==> config.mk <==
export PLATFORM = sky130hd
export DESIGN_NAME = swhc_ctrl
export DESIGN_NICKNAME = d
export VERILOG_FILES = /design/src/design/swhc_pkg.sv /design/src/design/swhc_ctrl.sv
export SDC_FILE = /design/constraint.sdc
export NUM_CORES = 1
export LEC_CHECK = 0
export ABC_CLOCK_PERIOD_IN_PS = 2600
export BUFFER_PORTS_ARGS = -buffer_cell sky130_fd_sc_hd__buf_2
export CORE_AREA = 8 8 45 47
export CTS_CLUSTER_SIZE = 24
export DETAILED_ROUTE_END_ITERATION = 16
export DIE_AREA = 0 0 53 55
export PLACE_DENSITY_LB_ADDON = 0.3
export SKIP_LAST_GASP = 1
export SYNTH_ARGS = -nofsm -noshare
export SYNTH_HDL_FRONTEND = slang
export SYNTH_SLANG_ARGS = --single-unit
==> constraint.sdc <==
create_clock -name clk -period 2.6 [get_ports clk]
set_clock_uncertainty 0.15 [all_clocks]
set_input_delay 0.39 -clock clk [delete_from_list [all_inputs] [get_ports clk]]
set_output_delay 0.39 -clock clk [all_outputs]
set_load 0.005 [all_outputs]
==> src/design/swhc_pkg.sv <==
package swhc_pkg;

  // Ring size. The bucket index is the low bits of the timestamp, so the ring
  // depth is kept a power of two.
  localparam int unsigned WINDOW = 256;
  localparam int unsigned IDX_W  = $clog2(WINDOW);
  localparam int unsigned TS_W   = 32;
  localparam int unsigned CNT_W  = 16;
  localparam int unsigned SUM_W  = 24;

  typedef enum logic {
    ACT_HIT   = 1'b0,
    ACT_QUERY = 1'b1
  } action_t;

  typedef enum logic [2:0] {
    ST_IDLE,
    ST_HIT_RD,
    ST_HIT_WR,
    ST_Q_SCAN,
    ST_Q_DONE
  } state_t;

  typedef struct packed {
    logic [TS_W-1:0]  stamp;
    logic [CNT_W-1:0] count;
  } bucket_t;

  // Controller -> datapath
  typedef struct packed {
    logic capture;   // latch timestamp, clear scan index and accumulator
    logic rd_hit;    // read bucket at timestamp index
    logic rd_scan;   // read bucket at scan index, advance index
    logic wr_hit;    // write updated bucket back
    logic out_load;  // move accumulator into output register
  } cmd_t;

  // Datapath -> controller
  typedef struct packed {
    logic scan_last;  // scan index is on the last bucket
    logic pipe_busy;  // query reads still in flight
    logic out_free;   // output register can take a new item
  } sts_t;

endpackage

==> src/design/swhc_ctrl.sv <==
module swhc_ctrl (
  input  logic             clk,
  input  logic             rst_n,
  input  logic             in_tvalid,
  input  swhc_pkg::action_t in_action,
  output logic             in_tready,
  input  swhc_pkg::sts_t   sts,
  output swhc_pkg::cmd_t   cmd
);
  import swhc_pkg::*;

  state_t state_r;
  state_t state_nxt;

  always_ff @(posedge clk) begin
    if (!rst_n) begin
      state_r <= ST_IDLE;
    end else begin
      state_r <= state_nxt;
    end
  end

  always_comb begin
    state_nxt = state_r;
    cmd       = '0;
    in_tready = 1'b0;
    unique case (state_r)
      ST_IDLE: begin
        in_tready = 1'b1;
        if (in_tvalid) begin
          cmd.capture = 1'b1;
          state_nxt   = (in_action == ACT_QUERY) ? ST_Q_SCAN : ST_HIT_RD;
        end
      end
      ST_HIT_RD: begin
        cmd.rd_hit = 1'b1;
        state_nxt  = ST_HIT_WR;
      end
      ST_HIT_WR: begin
        cmd.wr_hit = 1'b1;
        state_nxt  = ST_IDLE;
      end
      ST_Q_SCAN: begin
        cmd.rd_scan = 1'b1;
        if (sts.scan_last) begin
          state_nxt = ST_Q_DONE;
        end
      end
      ST_Q_DONE: begin
        if (!sts.pipe_busy && sts.out_free) begin
          cmd.out_load = 1'b1;
          state_nxt    = ST_IDLE;
        end
      end
      default: begin
        state_nxt = ST_IDLE;
      end
    endcase
  end

endmodule

==> out/metrics.yaml <==
place:
  place.gp.congestion: 0.683
  port_buffers: 12
  place_inst: 50
  pre_cts_ws_ns: 0.969
  dpl.hpwl_um: 455
synthesis:
  synth.top_cells.by_count: "dfxtp_1 (3), nand3b_1 (3), a21oi_1 (2), inv_1 (2), nor3b_1 (2)"
  synth-simple-area-share: 0.491
  synth_top_family_by_area: "simple AND/OR/NAND/NOR gates"
  yosysSeqAreaShare: 0.294
  async_reset_ff_frac: 0
  yosysTopAreaCellShare: 0.294
  yosys-top-cells-area: "dfxtp_1 (29%), nand3b_1 (11%), o32ai_2 (8.0%)"
  synthCells: 22
  synth_compound_area_frac: 0.178
  yosys.area.top_type: "dfxtp_1"
  synth_seq_cells: 3
  synth-adder-area-share: 0
  syn-num-nets: 29
  synth_xor_area_frac: 0
  yosysUniqueCellTypes: 15
  synth_edf_count: 0
  synthFlopType: "dfxtp_1"
  syn_area_per_cell_sq_um: 9.27
  synth_warnings: 0
  muxShareOfSynthArea: 0
  synth_area_sq_um: 204
clocking:
  clk_path_buf_depth: 2
  insertion_delay_ns: 0.24
  cts_buffers: 3
  clkSlewWorstSetupHoldPaths_ns: 0.04
  postCtsHoldBufs: 0
  cts.sinks: 3
  htree_levels: 1
  cts_tree: "done"
  cts_root_buf: "clkbuf_4"
  cts_setup_buffers: 0
  cts.repair.resized: 0
flow_run:
  maxCapViolations: 0
floorplanning:
  io_pins: 13
  chipHeight_um: 55
  start_util: 0.147
  core_area_sq_um: 1380
  dieWidth_um: 53
  die_area_sq_um: 2920
  rows: 14
hold_path:
  worstHoldStart: "in_action"
  hold_end: "state_r[1]"
  hold_class: "input pin to flop"
  whs_path_depth: 3
sta:
  slew_headroom: 0.829
  fmax_mhz: 538
  period_needed_ns: 1.86
  hold_viol: 0
  setup_viol: 0
  tightest_slew_ns: 0.256
  finalCritPeriodShare: 0.715
  rsz0062_at_grt: "false"
  finalMaxSlewViolations: 0
  worst_slack_ns: 0.742
  setup_tns_ns: 0
setup_path:
  crit_fanout: 6
  arrival_ns: 1.32
  startpoint_type: "flop"
  end_kind: "output pin"
  r2r_end: "state_r[2]"
  ff2ff_path_depth: 2
  crit_type: "flop to output pin"
  rrSetupSlack_ns: 1.35
  r2r_start: "state_r[2]"
  required_ns: 2.06
global_route:
  grt_pass1_vias: 211
  antenna_found_initial: 0
  grt_max_degree: 10
  grt_pass1_wl_um: 828
  gr-total-overflow: 0
  grt_usage: 0.0388
routing:
  drc: 0
  wire_per_inst_um: 10.7
  dr_total_vias: 209
  viasPerCell: 3.87
  antenna_left: 0
  drt_iter0_markers: 3
  drt-pass1-iter-count: 4
  drt-total-wl_um: 579
power_and_ir_drop:
  power_leakage_uw: 0.000147
  power.density_nw_per_um2: 532
  vdd_drop_max_mv: 0.241
cells_and_area:
  syn2layout_area_growth_pct: 52.1
  largest-register: "state_r"
  largest_reg_flops: 3
  layoutNonFillerInstCount: 54
  drive_gt1_frac: 0.500
  insertedDiodeCount: 0
  largest_registers: "state_r x3"
  nets: 46
status:
  status: "complete, no violations"
-- routing by layer --
| metal | global-route usage | routed length, um | part of all wire |
|---|---|---|---|
| met2 | 0.0391 | 190 | 0.33 |
| met1 | 0.0545 | 313 | 0.54 |
| met4 | 0.0129 | 0 | 0 |
| met5 | 0 | 0 | 0 |
| met3 | 0.0321 | 75 | 0.13 |
-- worst max path at each step --
| stage | start | endpoint | slack, ns | cells past startpoint |
|---|---|---|---|---|
| after floorplan | state_r[1] | cmd[0] | 1.13 | 2 |
| after global placement | state_r[2] | cmd[0] | 0.98 | 3 |
| after detailed placement | state_r[2] | cmd[0] | 0.97 | 3 |
| after CTS | state_r[2] | cmd[0] | 0.71 | 3 |
| after global routing | state_r[2] | cmd[0] | 0.64 | 3 |
| final | state_r[2] | cmd[0] | 0.74 | 3 |
-- placed cells by master, fill, tap and decap left out, drive strengths merged --
| cell | synthesis | final |
|---|---|---|
| buf | 0 | 12 |
| clkbuf | 0 | 4 |
| nand3b | 3 | 3 |
| dfxtp | 3 | 3 |
| nor3b | 3 | 3 |
| inv | 2 | 2 |
| a21oi | 2 | 2 |
| or3b | 2 | 2 |
| nor3 | 1 | 1 |
| and2 | 1 | 1 |
| nor2b | 1 | 1 |
| nand2 | 1 | 1 |
| o32ai | 1 | 1 |
| nand2b | 1 | 1 |
| a21bo | 1 | 1 |
-- kinds of logic (layout without fill, tap and decap cells) --
logic type | count (synthesis) | in the layout
AND/OR/NAND/NOR | 13 | 13
AO/OA/AOI/OAI | 4 | 4
buffers and inverters | 2 | 18
flip-flops | 3 | 3
-- final cells by class --
class / instances / area [sq um]
Clock buffer: 4 / 26.3
Inverter: 2 / 7.51
Fill cell: 159 / 1070
Tap cell: 16 / 20.0
Sequential cell: 3 / 60.1
Multi-Input combinational cell: 17 / 136
Timing Repair Buffer: 12 / 60.1
-- per-stage QoR --
stage / area, sq um / hold WS [ns] / power [uW] / util
after floorplan: 204 / 0.366 / 66.6 / -
after global placement: 284 / 0.406 / 80.8 / 0.205
after detailed placement: 284 / 0.414 / 80.9 / 0.205
after CTS: 310 / 0.268 / 170 / 0.224
after global routing: 310 / 0.279 / 178 / 0.224
final: 310 / 0.279 / 165 / 0.224
-- critical path, cell delays in order (launching register included) --
cell,delay [ns]
dfxtp_1,0.39
or3b_4,0.42
nor3b_2,0.15
buf_2,0.12
-- report_power, final --
group,internal [uW],switching [uW]
clock network,57.7,27.5
registers,48.8,4.70
logic,15.4,10.9
(Power assumes the default switching activity.)
